===== src/rtl/jpeg_huffman_token_encoder_top_macros.svh =====
// Assertion macros shared by the Huffman token encoder modules.
`ifndef JPEG_HUFFMAN_TOKEN_ENCODER_TOP_MACROS_SVH
`define JPEG_HUFFMAN_TOKEN_ENCODER_TOP_MACROS_SVH

// Same-cycle implication, checked at every rising edge outside reset.
`define JHTE_ASSERT_IMP(lbl, ante, cons, msg) \
  lbl: assert property (@(posedge clk) disable iff (rst) (ante) |-> (cons)) \
    else $error(msg);

// Next-cycle implication, checked at every rising edge outside reset.
`define JHTE_ASSERT_NXT(lbl, ante, cons, msg) \
  lbl: assert property (@(posedge clk) disable iff (rst) (ante) |=> (cons)) \
    else $error(msg);

`endif


===== src/rtl/jhte_ram.sv =====
// Generic RAM with one write port and one registered read port.
module jhte_ram #(
  parameter int WIDTH = 8,
  parameter int DEPTH = 16
) (
  input  logic                     clk,
  input  logic                     we,
  input  logic [$clog2(DEPTH)-1:0] waddr,
  input  logic [WIDTH-1:0]         wdata,
  input  logic                     re,
  input  logic [$clog2(DEPTH)-1:0] raddr,
  output logic [WIDTH-1:0]         rdata
);

  logic [WIDTH-1:0] mem [DEPTH];

  always_ff @(posedge clk) begin
    if (we) begin
      mem[waddr] <= wdata;
    end
    if (re) begin
      rdata <= mem[raddr];
    end
  end

endmodule


===== config.mk =====
export PLATFORM = sky130hd
export DESIGN_NAME = jhte_ram
export DESIGN_NICKNAME = d
export VERILOG_FILES = /design/src/rtl/jpeg_huffman_token_encoder_top_macros.svh /design/src/rtl/jhte_ram.sv
export SDC_FILE = /design/constraint.sdc
export NUM_CORES = 1
export LEC_CHECK = 0
export BUFFER_PORTS_ARGS = -buffer_cell sky130_fd_sc_hd__buf_2
export CORE_MARGIN = 3
export CORE_UTILIZATION = 65
export CTS_CLUSTER_SIZE = 16
export DETAILED_ROUTE_END_ITERATION = 12
export PLACE_DENSITY = 0.81
export SKIP_CTS_REPAIR_TIMING = 1
export SYNTH_ARGS = -nofsm -noshare
export SYNTH_HDL_FRONTEND = slang
export SYNTH_SLANG_ARGS = --single-unit

===== constraint.sdc =====
create_clock -name clk -period 3.5 [get_ports clk]
set_clock_uncertainty 0.2 [all_clocks]
set_input_delay 0.7 -clock clk [delete_from_list [all_inputs] [get_ports clk]]
set_output_delay 0.7 -clock clk [all_outputs]
set_load 0.02 [all_outputs]

[Word level (Yosys, flattened, before mapping)]
Memories as Yosys holds them, arrays and structs flattened. A register that Yosys moved wholly into a read port is not among the register bits.
Cells that the tools add are included.
W data, S select, Z words.
Word-level totals
  bits in registers: 0
  memory bits (writable): 128
  input bits: 19
  output and inout bits: 8
  word-level logic and storage cells: 3
  memories kept: 1
Operators by class
  mux-type cells: 2
Memories
  mem: depth 16, bits a word 8, read ports 1, clocked after Yosys merged registers in 1, wr ports 1, line jhte_ram.sv:15  | logic [WIDTH-1:0] mem [DEPTH];
Operator list (count)
  $mux W1: 2

[Longest topological paths before layout]
Gate-level depths: netlist of the first run.
  depth in word-level cells: 2
  gate-level depth with buffers: 5
  gate-level depth less buffers: 3

[Worst setup path after synthesis of the first run]
No wires, ideal clock.
  path type: input port to flip-flop
  start: input port waddr[2]
  end: memory mem[0][0], enable pin
  library setup time: 0.383 ns
  arrival time: 1.810 ns
  required time: 2.917 ns
  path slack: 1.107 ns
  stages: 2
  buffers on the path: 0
  path through: or3b_2 -> nor3_1
RTL lines
  start, declared: line jhte_ram.sv:8  | input logic [$clog2(DEPTH)-1:0] waddr,
  end, declared: line jhte_ram.sv:15
Straight into the memory's write port.

==> results of run 1 <==
[cell type report]
cell class              instances  area, sq um  share of cell area, %
repair buffers                 34          203                   3.35
clock inverters                14          158                   2.61
well taps                     102          128                   2.11
flip-flops and latches        136         4080                   67.6
clock buffers                  17          414                   6.85
multi-input cells              83         1060                   17.5
[per-layer routing]
layer  track usage [%]  up-vias  wire length (microns)  share of wire, %
li1                  -     1066                      -                 -
met5                 0        -                      0                 0
met3              7.34       22                    807               7.8
met1              34.9     1308                   4220                41
met4              10.8        0                    207               2.0
met2              36.2      146                   5060                49
[synth_stat cells (all sizes together)]
master / n
nor3: 4
nor2: 13
nor2b: 1
buf: 7
nand2b: 2
nand2: 9
and2: 1
a22oi: 16
edfxtp: 136
or3b: 1
clkdlybuf4s25: 3
nand3: 1
mux4: 32
nand3b: 2
and2b: 1
[where the power goes]
| part | internal [mW] | switching [mW] | leakage, nW | total [mW] |
|---|---|---|---|---|
| Sequential | 1.84 | 0.0121 | 1.24 | 1.85 |
| Combinational | 0.0671 | 0.103 | 0.520 | 0.170 |
| Clock | 1.07 | 0.633 | 0.276 | 1.70 |
[cell usage in the layout (no fill, tap or decap)]
| master | synthesis | routed |
|---|---|---|
| sky130_fd_sc_hd__edfxtp_1 | 136 | 136 |
| sky130_fd_sc_hd__buf_2 | 3 | 26 |
| sky130_fd_sc_hd__mux4_2 | 18 | 18 |
| sky130_fd_sc_hd__a22oi_1 | 16 | 16 |
| sky130_fd_sc_hd__clkbuf_16 | 0 | 16 |
| sky130_fd_sc_hd__mux4_1 | 14 | 14 |
| sky130_fd_sc_hd__nor2_1 | 13 | 13 |
| sky130_fd_sc_hd__nand2_1 | 9 | 9 |
| sky130_fd_sc_hd__buf_4 | 1 | 7 |
| sky130_fd_sc_hd__nor3_1 | 4 | 4 |
| sky130_fd_sc_hd__clkinv_1 | 0 | 3 |
| sky130_fd_sc_hd__bufinv_16 | 0 | 3 |
| sky130_fd_sc_hd__clkinv_2 | 0 | 3 |
| sky130_fd_sc_hd__nand3b_1 | 2 | 2 |
| sky130_fd_sc_hd__nand2b_1 | 2 | 2 |
| sky130_fd_sc_hd__clkinv_4 | 0 | 2 |
| sky130_fd_sc_hd__clkinvlp_4 | 0 | 2 |
| sky130_fd_sc_hd__nor2b_1 | 1 | 1 |
| sky130_fd_sc_hd__and2_1 | 1 | 1 |
| sky130_fd_sc_hd__and2b_1 | 1 | 1 |
| sky130_fd_sc_hd__nand3_1 | 1 | 1 |
| sky130_fd_sc_hd__or3b_2 | 1 | 1 |
| sky130_fd_sc_hd__clkbuf_8 | 0 | 1 |
| sky130_fd_sc_hd__inv_6 | 0 | 1 |
| sky130_fd_sc_hd__buf_12 | 0 | 1 |
[final timing paths]
check	start	end	cells after the start
worst min register to register	mem[12][0]	rdata[0]	3
worst min-delay path	wdata[0]	mem[0][0]	1
worst max-delay path	raddr[0]	rdata[2]	5
worst max register to register	mem[10][7]	rdata[7]	3
[flip-flops by register name, summed over array words and instances, names as in the netlist]
signal	cells
mem	128
rdata	8
[worst max-delay path, cell delays in order]
cell and delay, ns:
sky130_fd_sc_hd__buf_2 0.37, sky130_fd_sc_hd__buf_12 0.27, sky130_fd_sc_hd__mux4_1 0.58, sky130_fd_sc_hd__a22oi_1 0.27
sky130_fd_sc_hd__nand2_1 0.09
[per-stage QoR]
stage / power (mW) / hold WS, ns / setup WS (ns)
after CTS: 3.74 / 0.344 / 1.26
after global routing: 3.82 / 0.361 / 1.17
final: 3.72 / 0.365 / 1.27
after detailed placement: 2.05 / 0.536 / 0.788
after floorplan: 1.98 / 0.505 / 1.11
after global placement: 2.04 / 0.525 / 0.803
[cell families after synthesis]
group           count (synthesis)
flops                         136
compound gates                 16
buf+inv                        10
mux                            32
simple gates                   35
==> impl_metrics.ini, run 1 <==
[routing]
drt_drc_violations_left = 0
drt_first_iter_violations = 252
firstDrtPassIters = 4
drt_wl_total_microns = 10300
vias_per_cell = 6.59
ant_nets = 0
post_drt_wl_per_cell_microns = 26.7
detailed_route_via_count = 2542

[floorplanning]
top_level_ports = 27
initial_core_util_pct = 67.3
core_area_sq_mm = 0.00777
fp-row-count = 32
chipWidth_microns = 95.7
dieArea_sq_mm = 0.00915
die_h_microns = 95.7

[sta]
rsz0062_at_grt = false
finalCritPeriodShare_pct = 63.7
setup_viol = 0
report.final.hold_viol_count = 0
timing.final.max_slew_violations = 0
layout_min_cycle_time_ns = 2.23
max_slew.worst_pin.slew_ns = 0.978
post_route_setup_tns_ns = 0
highest_attainable_clock_frequency_mhz = 449
timing.slew.headroom_pct = 34.5

[global_route]
first_global_vias = 2534
pin_count_of_the_biggest_net_entering_global_routing = 33
grt_pass1_wl_microns = 15000
gr-total-overflow = 0
grt_use_total_pct = 24.6
antenna_violations_before_repair = 0

[place]
numPlacedInstances = 355
io_buffer_count = 26
post_dp_hpwl_microns = 5640
gp_congestion = 0.728
cell_area_placed_sq_mm = 0.00547

[setup_path]
critPathLaunchType = input pin
worst_setup_ep_type = flip-flop
timing.setup.critical_path_class = in2reg
worst-endpoint-arrival_ns = 2.30
critPathMaxFanout = 20
timing.critical_path.required_ns = 3.57
internal_reg_to_reg_setup_slack_ns = 1.79

[yosys]
synth-seq-area-share_pct = 78.1
synth_top_cells_by_area = sky130_fd_sc_hd__edfxtp_1, sky130_fd_sc_hd__mux4_2, sky130_fd_sc_hd__mux4_1
post_synth_num_cell_types = 18
synthesis.area_per_instance_sq_um = 22.8
largest_family_of_logic_cells_by_synthesized_area = multiplexers
synth_compound_area_share_pct = 2.30
synth_largest_area_cell = sky130_fd_sc_hd__edfxtp_1
synth_top_area_share_pct = 78.1
adder_and_majority_gate_portion_of_the_synthesized_area_pct = 0
post_synth_mux_area_share_pct = 14.8
netlist_instances = 229
synth_fp_nets = 248
synth-seq-cells = 136
synth.cell_area_sq_mm = 0.00523
yosys_warnings = 0
post_synth_and_or_nand_nor_area_fraction_pct = 3.14
synth_area_in_xor_xnor_pct = 0

[final_layout]
stdcell_count = 386
final_nets = 291
fill_cells = 397
layout-drive-gt1-share_pct = 28.5
postLayoutCoreUtil_pct = 77.8
area_delta_synth_final_pct = 15.6
final_design_area_no_fill_sq_mm = 0.00604
antennaDiodeCount = 0

[outcome]
status = finished, final reports clean

[hold_path]
hp-class = in2reg

[clock_network]
clk_slew_on_worst_s_h_paths_ns = 0.06
tritoncts = yes
cts-htree-levels = 4
numCtsBuffers = 17
clkLatencyLatePin_ns = 0.52
clockBufferDepth = 2
clock-sinks = 136
cts-root-buf = sky130_fd_sc_hd__clkbuf_8

[pwr]
power.density_mw_per_mm2 = 616
ir_drop_mv = 0.601
cellLeakagePower_nw = 2.03

[job]
maxCapViolations = 0
No activity file was read; power rests on OpenSTA's default activity.
==> run 2, diff against run 1 <==
Settings changed: CORE_UTILIZATION 65 to 60, PLACE_DENSITY 0.81 to 0.75.
Clock period 3.5 ns to 2.1 ns, I/O delays scaled along.
==> run 2 against run 1 <==
- sequential power increased by 66%
- critical path depth decreased by 4
- final area increased by 2.7%
- setup slack got worse by 0.92 ns
- largest power group unchanged
==> impl_metrics.ini, run 2 (synthesized netlist as in run 1, its figures left out) <==
[setup_path]
cp_top_family = flip-flops
critPathMaxFanout = 1
worst_path_depth = 1
critPathLaunchType = flip-flop
internal_reg_to_reg_setup_slack_ns = 0.36
reg2reg_from = mem[0][2]
critical_path.n_buffers_inverters = 1
worst_setup_ep_type = output pin
critical_path.reg2reg.endpoint = rdata[2]
worst-r2r-cell-count = 3
timing.critical_path.cells = buf_2
critPathLaunch = rdata[6]
crit_path_end = rdata[6]
slowest_cell_delay_on_critical_path_ns = 0.44
timing.critical_path.required_ns = 1.48
timing.setup.critical_path_class = reg2out
slowest_stage_cell_cp = sky130_fd_sc_hd__edfxtp_1
worst-endpoint-arrival_ns = 1.13

[routing]
wirelength_met1_microns = 4040
post_drt_wl_per_cell_microns = 24.5
wl_met2_microns = 4990
drt_first_iter_violations = 323
met3_length_microns = 820
drt_drc_violations_left = 0
drt_wl_total_microns = 9910
dr.max_layer_used = met4
ant_nets = 0
firstDrtPassIters = 5
detailed_route_via_count = 2534
vias_per_cell = 6.26

[sta]
layout_min_cycle_time_ns = 1.75
timing.slew.headroom_pct = 70.7
finalCritPeriodShare_pct = 83.4
max_slew.worst_pin.slew_ns = 0.439
report.final.hold_viol_count = 0
rsz0062_at_grt = false
highest_attainable_clock_frequency_mhz = 571
setup_ws_ns = 0.348
setup_viol = 0
post_route_setup_tns_ns = 0
timing.hold.ws_ns = 0.0811
timing.final.max_slew_violations = 0

[place]
dpl_worst_slack_ns = -0.0845
post_dp_hpwl_microns = 6100
io_buffer_count = 26
cell_area_placed_sq_mm = 0.00563
numPlacedInstances = 373
gp_congestion = 0.754

[pwr]
cellLeakagePower_nw = 2.11
power_mw = 6.20
power.density_mw_per_mm2 = 1000
ir_drop_mv = 0.651

[global_route]
pin_count_of_the_biggest_net_entering_global_routing = 22
gr-total-overflow = 0
grt_pass1_wl_microns = 15700
first_global_vias = 2616
antenna_violations_before_repair = 0
grt_use_total_pct = 22.7

[floorplanning]
die_h_microns = 99.3
chipWidth_microns = 99.3
core_area_sq_mm = 0.00834
dieArea_sq_mm = 0.00987
initial_core_util_pct = 62.7
top_level_ports = 27
fp-row-count = 33

[clock_network]
tritoncts = yes
cts-root-buf = sky130_fd_sc_hd__clkbuf_8
clockBufferDepth = 2
cts-htree-levels = 4
numCtsBuffers = 17
clkLatencyLatePin_ns = 0.51
clk_slew_on_worst_s_h_paths_ns = 0.06
clock-sinks = 136

[final_layout]
regMostFlops = mem
stdcell_count = 405
final_nets = 306
postLayoutCoreUtil_pct = 74.4
area_delta_synth_final_pct = 18.7
commonest_non_fill_non_tap_cells_in_the_layout = sky130_fd_sc_hd__edfxtp_1, sky130_fd_sc_hd__buf_2, sky130_fd_sc_hd__buf_4, sky130_fd_sc_hd__mux4_2
largest_registers = mem x128, rdata x8
layout-drive-gt1-share_pct = 32.3
final_common_cell = sky130_fd_sc_hd__edfxtp_1
antennaDiodeCount = 0
max_ffs_per_register = 128
final_design_area_no_fill_sq_mm = 0.00621

[job]
maxCapViolations = 0

[outcome]
status = finished, final reports clean

[hold_path]
hp-class = in2reg
[run 2: cell count changes in the layout (fill, tap and decap cells not counted), sizes merged]
cell | before | now
inv | 1 | 0
clkinv | 8 | 6
buf | 34 | 49
clkbuf | 17 | 18
clkinvlp | 2 | 5
[run 2: routing by layer]
metal | vias to the layer above | track usage [%]
met4 | 0 | 6.72
met2 | 121 | 34.2
li1 | 1100 | -
met3 | 6 | 7.08
met1 | 1307 | 32.7
met5 | - | 0
[run 2: how the worst min path moves through the flow]
| stage | slack (ns) | cells past startpoint | to | from |
|---|---|---|---|---|
| 6_report | 0.08 | 1 | rdata[7] | re |
| 5_1_grt | 0.06 | 1 | rdata[3] | re |
| 4_1_cts | 0.07 | 1 | rdata[3] | re |
| 3_5_place_dp | 0.54 | 3 | rdata[3] | mem[14][3] |
| 3_3_place_gp | 0.53 | 3 | rdata[3] | mem[11][3] |
| 2_1_floorplan | 0.32 | 0 | mem[0][0] | wdata[0] |
[run 2: power breakdown]
part           switching [mW]  total, mW  internal [mW]
Combinational           0.173      0.302          0.130
Sequential             0.0186       3.08           3.06
Clock                    1.03       2.82           1.79
Total                    1.23       6.20           4.98
[run 2: area by class of cell]
cell class | instances | area (sq um)
Sequential cell | 136 | 4080
Fill cell | 466 | 2130
Multi-Input combinational cell | 83 | 1060
Clock buffer | 18 | 418
Timing Repair Buffer | 49 | 353
Clock inverter | 14 | 158
Tap cell | 105 | 131
