### config.mk
export PLATFORM = sky130hd
export DESIGN_NAME = jhte_parser
export DESIGN_NICKNAME = d
export VERILOG_FILES = /design/src/rtl/jhte_pkg.sv /design/src/rtl/jhte_parser.sv
export VERILOG_INCLUDE_DIRS = /design/src /design/src/rtl
export SDC_FILE = /design/constraint.sdc
export NUM_CORES = 1
export LEC_CHECK = 0
export ABC_CLOCK_PERIOD_IN_PS = 4130
export CORE_MARGIN = 2
export CORE_UTILIZATION = 60
export DETAILED_ROUTE_END_ITERATION = 8
export DONT_BUFFER_PORTS = 1
export HOLD_SLACK_MARGIN = 0.08
export PLACE_DENSITY = 0.76
export SETUP_SLACK_MARGIN = 0.1
export SYNTH_ARGS = -nofsm -noshare
export SYNTH_HDL_FRONTEND = slang
export SYNTH_SLANG_ARGS = --single-unit
### constraint.sdc
create_clock -name clk -period 4.13 [get_ports clk]
set_clock_uncertainty 0.1 [all_clocks]
set_input_delay 0.826 -clock clk [delete_from_list [all_inputs] [get_ports clk]]
set_output_delay 0.826 -clock clk [all_outputs]
set_load 0.02 [all_outputs]
### src/rtl/jpeg_huffman_token_encoder_top_macros.svh
// Assertion macros shared by the Huffman token encoder modules.
`ifndef JPEG_HUFFMAN_TOKEN_ENCODER_TOP_MACROS_SVH
`define JPEG_HUFFMAN_TOKEN_ENCODER_TOP_MACROS_SVH

// Same-cycle implication, checked at every rising edge outside reset.
`define JHTE_ASSERT_IMP(lbl, ante, cons, msg) \
  lbl: assert property (@(posedge clk) disable iff (rst) (ante) |-> (cons)) \
    else $error(msg);

// Next-cycle implication, checked at every rising edge outside reset.
`define JHTE_ASSERT_NXT(lbl, ante, cons, msg) \
  lbl: assert property (@(posedge clk) disable iff (rst) (ante) |=> (cons)) \
    else $error(msg);

`endif

### src/rtl/jhte_pkg.sv
// Shared constants, types and codes of the Huffman token encoder.
package jhte_pkg;

  localparam int BLOCK_COEFFS  = 64;
  localparam int DC_CATEGORIES = 12;
  localparam int AC_SIZES      = 11;
  localparam int MAX_CODE_LEN  = 16;
  localparam int AC_ROWS       = 16;
  localparam int ZERO_RUN      = 15;

  localparam int CODE_W    = 16;
  localparam int LEN_W     = 5;
  localparam int LEN_LIMIT = (MAX_CODE_LEN < CODE_W) ? MAX_CODE_LEN : CODE_W;
  localparam int ENTRY_W   = CODE_W + LEN_W;

  localparam int DC_BASE   = AC_ROWS * AC_SIZES;
  localparam int TAB_DEPTH = DC_BASE + DC_CATEGORIES;
  localparam int TAB_AW    = $clog2(TAB_DEPTH);

  localparam int CNT_W  = $clog2(BLOCK_COEFFS + 16);
  localparam int BYTE_W = 8;
  localparam int ACC_W  = BYTE_W - 1;
  localparam int FILL_W = 3;
  localparam int PACK_W = ACC_W + LEN_LIMIT;
  localparam int TOT_W  = $clog2(PACK_W + 1);

  localparam int FIFO_DEPTH = 4;
  localparam int FIFO_AW    = $clog2(FIFO_DEPTH);
  localparam int FIFO_CW    = $clog2(FIFO_DEPTH + 1);

  typedef enum logic [1:0] {
    MODE_DC_WR = 2'd0,
    MODE_AC_WR = 2'd1,
    MODE_TOKEN = 2'd2,
    MODE_FLUSH = 2'd3
  } mode_t;

  typedef enum logic [2:0] {
    PH_DC,
    PH_DC_RAW,
    PH_AC_RUN,
    PH_AC_SIZE,
    PH_AC_RAW
  } phase_t;

  typedef enum logic [1:0] {
    OP_CODE,
    OP_RAW,
    OP_FLUSH
  } op_t;

  typedef struct packed {
    logic [LEN_W-1:0]  len;
    logic [CODE_W-1:0] code;
  } entry_t;

  // Work handed from the parser to the bit packer.
  typedef struct packed {
    logic valid;
    op_t  op;
    logic raw_bit;
  } pkt_t;

endpackage

### src/rtl/jhte_parser.sv
// Token parser: table writes, block parse state and code table read issue.
`include "jpeg_huffman_token_encoder_top_macros.svh"

module jhte_parser (
  input  logic                          clk,
  input  logic                          rst,
  input  logic                          in_valid,
  output logic                          in_ready,
  input  logic [1:0]                    mode,
  input  logic [3:0]                    token,
  input  logic [3:0]                    entry_row,
  input  logic [3:0]                    entry_col,
  input  logic [jhte_pkg::CODE_W-1:0]   code_bits,
  input  logic [jhte_pkg::LEN_W-1:0]    code_length,
  input  logic                          pack_ready,
  output jhte_pkg::pkt_t                s1,
  output logic                          ram_we,
  output logic [jhte_pkg::TAB_AW-1:0]   ram_waddr,
  output jhte_pkg::entry_t              ram_wdata,
  output logic                          ram_re,
  output logic [jhte_pkg::TAB_AW-1:0]   ram_raddr
);

  jhte_pkg::phase_t                 phase, phase_next;
  logic [3:0]                       raw_left, raw_left_next;
  logic [jhte_pkg::CNT_W-1:0]       coeff_count, cnt_next;
  logic [3:0]                       held_run, run_next;
  jhte_pkg::pkt_t                   s1_next;

  logic                             accept;
  logic [jhte_pkg::CNT_W-1:0]       ac_cnt;
  logic [jhte_pkg::CNT_W-1:0]       zr_cnt;
  logic [3:0]                       raw_dec;
  logic [jhte_pkg::LEN_W-1:0]       len_sat;
  logic [jhte_pkg::CODE_W:0]        len_mask;

  assign in_ready = !s1.valid || pack_ready;
  assign accept   = in_valid && in_ready;

  // Table entries are stored with the length saturated and the code masked to it.
  assign len_sat  = (code_length > jhte_pkg::LEN_W'(jhte_pkg::LEN_LIMIT)) ?
                    jhte_pkg::LEN_W'(jhte_pkg::LEN_LIMIT) : code_length;
  assign len_mask = ((jhte_pkg::CODE_W+1)'(1) << len_sat) - (jhte_pkg::CODE_W+1)'(1);
  assign ram_wdata.len  = len_sat;
  assign ram_wdata.code = code_bits & len_mask[jhte_pkg::CODE_W-1:0];

  always_ff @(posedge clk) begin
    if (rst) begin
      phase       <= jhte_pkg::PH_DC;
      raw_left    <= '0;
      coeff_count <= jhte_pkg::CNT_W'(1);
      held_run    <= '0;
      s1          <= '0;
    end else begin
      phase       <= phase_next;
      raw_left    <= raw_left_next;
      coeff_count <= cnt_next;
      held_run    <= run_next;
      s1          <= s1_next;
    end
  end

  always_comb begin
    phase_next    = phase;
    raw_left_next = raw_left;
    cnt_next      = coeff_count;
    run_next      = held_run;
    s1_next       = s1;
    if (pack_ready) begin
      s1_next.valid = 1'b0;
    end
    ram_we    = 1'b0;
    ram_waddr = '0;
    ram_re    = 1'b0;
    ram_raddr = '0;
    ac_cnt  = coeff_count + jhte_pkg::CNT_W'(held_run) + jhte_pkg::CNT_W'(1);
    zr_cnt  = coeff_count + jhte_pkg::CNT_W'(jhte_pkg::ZERO_RUN);
    raw_dec = raw_left - 4'd1;

    if (accept) begin
      case (jhte_pkg::mode_t'(mode))
        jhte_pkg::MODE_DC_WR: begin
          if (entry_row < jhte_pkg::DC_CATEGORIES) begin
            ram_we    = 1'b1;
            ram_waddr = jhte_pkg::TAB_AW'(jhte_pkg::DC_BASE) + jhte_pkg::TAB_AW'(entry_row);
          end
        end
        jhte_pkg::MODE_AC_WR: begin
          if (entry_col < jhte_pkg::AC_SIZES) begin
            ram_we    = 1'b1;
            ram_waddr = jhte_pkg::TAB_AW'(entry_row) * jhte_pkg::TAB_AW'(jhte_pkg::AC_SIZES)
                        + jhte_pkg::TAB_AW'(entry_col);
          end
        end
        jhte_pkg::MODE_FLUSH: begin
          s1_next.valid   = 1'b1;
          s1_next.op      = jhte_pkg::OP_FLUSH;
          s1_next.raw_bit = 1'b0;
        end
        jhte_pkg::MODE_TOKEN: begin
          case (phase)
            jhte_pkg::PH_DC: begin
              if (token < jhte_pkg::DC_CATEGORIES) begin
                ram_re          = 1'b1;
                ram_raddr       = jhte_pkg::TAB_AW'(jhte_pkg::DC_BASE)
                                  + jhte_pkg::TAB_AW'(token);
                s1_next.valid   = 1'b1;
                s1_next.op      = jhte_pkg::OP_CODE;
                s1_next.raw_bit = 1'b0;
                cnt_next        = jhte_pkg::CNT_W'(1);
                raw_left_next   = token;
                phase_next      = (token != 4'd0) ? jhte_pkg::PH_DC_RAW : jhte_pkg::PH_AC_RUN;
              end
            end
            jhte_pkg::PH_DC_RAW: begin
              s1_next.valid   = 1'b1;
              s1_next.op      = jhte_pkg::OP_RAW;
              s1_next.raw_bit = token[0];
              raw_left_next   = raw_dec;
              if (raw_dec == 4'd0) begin
                phase_next = jhte_pkg::PH_AC_RUN;
              end
            end
            jhte_pkg::PH_AC_RUN: begin
              run_next   = token;
              phase_next = jhte_pkg::PH_AC_SIZE;
            end
            jhte_pkg::PH_AC_SIZE: begin
              if (token < jhte_pkg::AC_SIZES) begin
                ram_re          = 1'b1;
                ram_raddr       = jhte_pkg::TAB_AW'(held_run)
                                  * jhte_pkg::TAB_AW'(jhte_pkg::AC_SIZES)
                                  + jhte_pkg::TAB_AW'(token);
                s1_next.valid   = 1'b1;
                s1_next.op      = jhte_pkg::OP_CODE;
                s1_next.raw_bit = 1'b0;
                if (held_run == 4'd0 && token == 4'd0) begin
                  // End of block.
                  phase_next = jhte_pkg::PH_DC;
                end else if (held_run == 4'(jhte_pkg::ZERO_RUN) && token == 4'd0) begin
                  cnt_next   = zr_cnt;
                  phase_next = (zr_cnt >= jhte_pkg::CNT_W'(jhte_pkg::BLOCK_COEFFS)) ?
                               jhte_pkg::PH_DC : jhte_pkg::PH_AC_RUN;
                end else begin
                  cnt_next      = ac_cnt;
                  raw_left_next = token;
                  if (token != 4'd0) begin
                    phase_next = jhte_pkg::PH_AC_RAW;
                  end else begin
                    phase_next = (ac_cnt >= jhte_pkg::CNT_W'(jhte_pkg::BLOCK_COEFFS)) ?
                                 jhte_pkg::PH_DC : jhte_pkg::PH_AC_RUN;
                  end
                end
              end
            end
            jhte_pkg::PH_AC_RAW: begin
              s1_next.valid   = 1'b1;
              s1_next.op      = jhte_pkg::OP_RAW;
              s1_next.raw_bit = token[0];
              raw_left_next   = raw_dec;
              if (raw_dec == 4'd0) begin
                phase_next = (coeff_count >= jhte_pkg::CNT_W'(jhte_pkg::BLOCK_COEFFS)) ?
                             jhte_pkg::PH_DC : jhte_pkg::PH_AC_RUN;
              end
            end
            default: begin
              phase_next = jhte_pkg::PH_DC;
            end
          endcase
        end
        default: begin
        end
      endcase
    end
  end

  `JHTE_ASSERT_IMP(a_raw_left_live, phase == jhte_pkg::PH_DC_RAW || phase == jhte_pkg::PH_AC_RAW, raw_left != 4'd0, "raw bit phase with no raw bits left")
  `JHTE_ASSERT_IMP(a_run_in_block, phase == jhte_pkg::PH_AC_RUN, coeff_count < jhte_pkg::CNT_W'(jhte_pkg::BLOCK_COEFFS), "AC run expected past end of block")
  `JHTE_ASSERT_NXT(a_stage_hold, s1.valid && !pack_ready, $stable(s1), "stalled packer work changed")

endmodule

Word-level counts from Yosys, hierarchy flattened:

Index checks and enable logic that the tools add are counted.

* equality and inequality tests: 17
* add/subtract/negate cells: 9
* reduce and logical (&&, ||, !) cells: 20
* $mul: 2
* div/mod/pow operators: 0
* $lt $le $gt $ge: 8
* shift operators: 1
* bitwise logic cells: 1
* mux-type cells: 47

Operator list (count)
* two-way mux 8 bit: 7
* one-hot mux 8 bit (2 select lines): 2
* two-way mux 4 bit: 7
* two-way mux 7 bit: 4
* one-hot mux 4 bit (3 select lines): 2
* >= comparator 7 bit, second input constant: 3
* two-way mux 3 bit: 7
* adder 8 x 4 -> 8 bit: 2
* adder 8 x 4 -> 8 bit, first input constant: 2
* bitwise AND 16 bit: 1
* < comparator 4 bit, second input constant: 4
* multiplier 4 x 4 -> 8 bit, second input constant: 2
* left shift 1 x 5 -> 16 bit, first input constant: 1
* subtractor 16 x 2 -> 16 bit, second input constant: 1
* one-hot mux 3 bit (5 select lines): 1
* one-hot mux 7 bit (2 select lines): 1
* logical NOT 4 bit: 3
* != test 2 bit, second input constant: 6
* AND reduction 6 bit: 2
* two-way mux 1 bit: 8
* two-way mux 2 bit: 4
* one-hot mux 4 bit (2 select lines): 1
* adder 7 x 1 -> 7 bit, second input constant: 1
* adder 7 x 4 -> 7 bit: 1
* other kinds (25): 32

* register bits: 22
* word-level logic and storage cells: 112
* bits in latches: 0
* memories: 0
* input bits: 39
* bits in read-only memories: 0
* bits in writable memories: 0

Logic depth before layout (Yosys ltp):

* depth in word-level cells: 9
* gate-level depth with buffers: 11

Worst setup path before layout:

No wires, ideal clock.

* kind: input port to output port
* start point: input code_length[0] (netlist name)
* end point: output ram_wdata[10] (netlist name)
* stages on the path: 10
* data required time: 3.204 ns
* path slack: -0.162 ns
* arrival time: 3.366 ns
* cell sequence: clkbuf_1 -> nor2b_1 -> or4b_2 -> ha_1 -> buf_1 -> nor4_1 -> o21ai_0 -> nand2_1 -> nand2_1 -> a21boi_0

RTL lines
* from (decl): line jhte_parser.sv:14 `input logic [jhte_pkg::LEN_W-1:0] code_length,`
* to (decl): line jhte_parser.sv:19 `output jhte_pkg::entry_t ram_wdata,`

Worst setup path in the final report:

* start point: input entry_row[0]
* end point: output ram_waddr[7] (netlist name)

* word-level cells in the longest chain between the ends: 5

Ends and longest elaborated chain
* from (decl): line jhte_parser.sv:11 `input logic [3:0] entry_row,`
* multiplier 4 x 4 -> 8 bit: line jhte_parser.sv:91 `ram_waddr = jhte_pkg::TAB_AW'(entry_row) * jhte_pkg::TAB_AW'(jhte_pkg::AC_SIZES)`
* adder 8 x 4 -> 8 bit: line jhte_parser.sv:92 `+ jhte_pkg::TAB_AW'(entry_col);`
* two-way mux 8 bit: line jhte_parser.sv:89 `if (entry_col < jhte_pkg::AC_SIZES) begin`
* one-hot mux 8 bit (2 select lines) *: line jhte_parser.sv:81 `case (jhte_pkg::mode_t'(mode))`
* two-way mux 8 bit *: line jhte_parser.sv:80 `if (accept) begin`
* to (decl): line jhte_parser.sv:18 `output logic [jhte_pkg::TAB_AW-1:0] ram_waddr,`

Mark *: on every way between the ends. The rest lies on a longest branch, timed or not.

==> impl_metrics.py <==
metrics = {
    "status": {
        "status": "finished, final reports clean",
    },
    "sta": {
        "tns_ns": 0,
        "period_needed_ns": 4.04,
        "period_share_pct": 97.7,
        "drv_slew": 0,
        "slew_headroom_pct": 51.9,
        "clock.fmax_ghz": 0.248,
        "worst_slew_pin_slew_ns": 0.715,
        "finalHoldViolations": 0,
        "finalSetupViolations": 0,
        "rsz0062_at_grt": "true",
    },
    "detailed_routing": {
        "wl_per_cell_um": 16.5,
        "drc": 0,
        "via_per_inst": 6.42,
        "wirelength_um": 7890,
        "dr_total_vias": 3062,
        "dr.pass1.iters": 6,
        "ant_nets": 0,
        "drt_iter0_drc": 214,
    },
    "global_route": {
        "antenna_found_initial": 0,
        "grt-ovfl-total": 0,
        "grt_pass1_vias": 2878,
        "grt_pass1_wl_um": 13000,
        "grt_max_degree": 25,
        "grt_usage_pct": 26.3,
    },
    "setup_path": {
        "critical_path.max_fanout": 4,
        "ff2ff_setup_slack_ns": 1.75,
        "arrival_ns": 3.11,
        "r2r_end": "coeff_count[5]",
        "crit_required_ns": 3.20,
        "worst-r2r-cell-count": 5,
        "crit_path_max_incr_delay_ns": 0.48,
        "cp_slowest_cell": "fa_1",
        "cp_cell_sequence": "ha_4 > ha_4 > inv_2 > fa_1 > inv_2 > ha_4 > nor2b_4 > o21a_1 > o211ai_1 > a2111o_1 > nand3_4",
        "path_common_cell": "ha_4",
        "cp-end-kind": "output pin",
        "r2r-start": "phase[1]",
        "cp-start-kind": "input pin",
        "worstSetupPathType": "in2out",
    },
    "floorplan": {
        "rows": 26,
        "pin_count": 83,
        "die_x_um": 76.0,
        "die-height_um": 76.0,
        "core_um2": 5040,
        "initial_core_util_pct": 61.6,
        "dieArea_um2": 5770,
    },
    "yosys": {
        "async_flop_share_pct": 0,
        "synth_fa_ha_area_share_pct": 22.6,
        "synth_top_area_share_pct": 18.1,
        "synthFlopType": "dfxtp_1",
        "syn-num-nets": 501,
        "yosys-top-cells-area": "ha_1, dfxtp_1, fa_1, a21oi_1, nor2_1",
        "synth_top_cell_by_area": "ha_1",
        "ys_ff_latch": 22,
        "synth_top_family_by_area": "compound AO/OA/AOI/OAI gates",
        "synth_xor_area_share_pct": 2.54,
        "synthCells": 410,
        "synth_cell_type_count": 62,
        "synthSimpleGateAreaFrac_pct": 26.3,
        "synth_compound_area_share_pct": 27.0,
        "syn_avg_cell_area_um2": 7.58,
        "synth.top_cells.by_count": "ha_1, nor2_1, nand2_1",
        "synth_edf_count": 0,
        "syn_area_um2": 3110,
        "seq_area_frac_synth_pct": 14.2,
        "synth_most_common_cell": "ha_1",
        "yosys_warnings": 0,
        "muxShareOfSynthArea_pct": 1.29,
    },
    "clocking": {
        "ctsHoldBuffers": 0,
        "clk_pin_slew_ns": 0.09,
        "cts_buffers": 3,
        "clockRootBuffer": "clkbuf_8",
        "cts_buffer_depth": 2,
        "cts.sinks": 22,
        "clock_latency_ns": 0.27,
        "cts_tree": "yes",
        "ctsHtreeMaxLevel": 1,
    },
    "cells_and_area": {
        "multi_input_area_um2": 2570,
        "final_cell_count_no_fill": 477,
        "drive_gt1_share_pct": 11.3,
        "seqCellArea_um2": 444,
        "area_growth_pct": 8.86,
        "fillers": 441,
        "n_antenna_cell": 0,
        "fin_nets": 499,
    },
    "placement": {
        "io_buffers": 0,
        "hpwl_um": 5750,
        "gp_congestion": 0.907,
        "dp.cells": 471,
    },
    "min_path": {
        "whs_path_depth": 2,
        "hold_start": "raw_left[1]",
        "worstHoldPathType": "reg2reg",
        "min_to": "raw_left[1]",
    },
    "flow_run": {
        "maxCapViolCount": 0,
    },
    "pwr": {
        "pwr_density_cell_nw_per_um2": 200,
        "leakage_nw": 1.44,
        "ir_drop_uv": 165,
    },
}
where the power goes:
group,total [mW],leakage (nW),switching (mW),internal (mW)
Clock,0.206,0.0357,0.0766,0.129
Sequential,0.222,0.179,0.00650,0.216
Combinational,0.248,1.22,0.141,0.107
Total,0.677,1.44,0.224,0.452
layout by cell type (no fill, tap or decap), types with 11 or more instances in the layout:
cell / n
nor3_1: 12
o21a_1: 11
nor2b_1: 12
a21oi_1: 26
inv_1: 26
nand2_1: 29
o21ai_0: 23
buf_4: 14
nor2_1: 33
dfxtp_1: 19
ha_1: 41
critical path: cells and delay by family:
kind	cells	cell delay (ns)
and+or+nand+nor	2	0.24
AOI/OAI and AO/OA	3	0.73
buffers and inverters	2	0.08
adders and majority gates	4	1.22
state kept, by name, summed over array words and instances (netlist names):
name         flops
coeff_count      7
held_run         4
raw_left         4
s1               4
phase            3
routing by layer:
metal  vias up  part of all wire [%]  track usage [%]
met3        12                   7.0             3.91
met1      1438                    41             32.7
li1       1494                     -                -
met4         0                   1.6             4.91
met2       118                    50             48.4
met5         -                     0                0
per-stage QoR:
step,total power [mW],cell area (um^2),util (%),setup slack [ns],hold WS [ns]
CTS,0.657,3320,65.9,0.101,0.383
finish,0.677,3380,67.1,0.0946,0.381
global route,0.717,3380,67.1,0.0277,0.426
detailed placement,0.446,3230,64.0,0.0376,0.371
floorplan,0.421,3140,-,0.0866,0.352
global placement,0.439,3230,64.0,0.0730,0.359
final cells by class:
cell class              count  area share, %
clock buffers               3           1.22
clock inverters             1          0.888
inverters                  28           3.11
multi-input cells         339           76.0
flip-flops and latches     22           13.1
well taps                  70           2.59
repair buffers             14           3.11
cells by family (layout without fill, tap and decap cells):
logic type                 Yosys count  count (layout)
adders and majority gates           52              52
muxes                                4               4
buffers and inverters               49              46
xor gates and xnor gates             9               9
and+or+nand+nor                    150             150
AOI/OAI and AO/OA                  124             124
DFF                                 22              22
timing repair:
item                                    CTS  global route
setup buffers                             1             1
endpoints found under the setup margin    3             7
resized for setup                         3            11
pin swaps                                 7             5
how the worst max path moves through the flow:
| stage | from | to | slack (ns) | cells past startpoint |
|---|---|---|---|---|
| after global routing | entry_row[0] | ram_waddr[7] | 0.03 | 11 |
| after CTS | held_run[2] | ram_raddr[7] | 0.10 | 12 |
| after global placement | entry_row[0] | ram_waddr[7] | 0.07 | 11 |
| final | entry_row[0] | ram_waddr[7] | 0.09 | 11 |
| after detailed placement | entry_row[0] | ram_waddr[5] | 0.04 | 11 |
| after floorplan | code_length[0] | ram_wdata[10] | 0.09 | 10 |
Note: power is estimated with default switching activity, not from simulation.
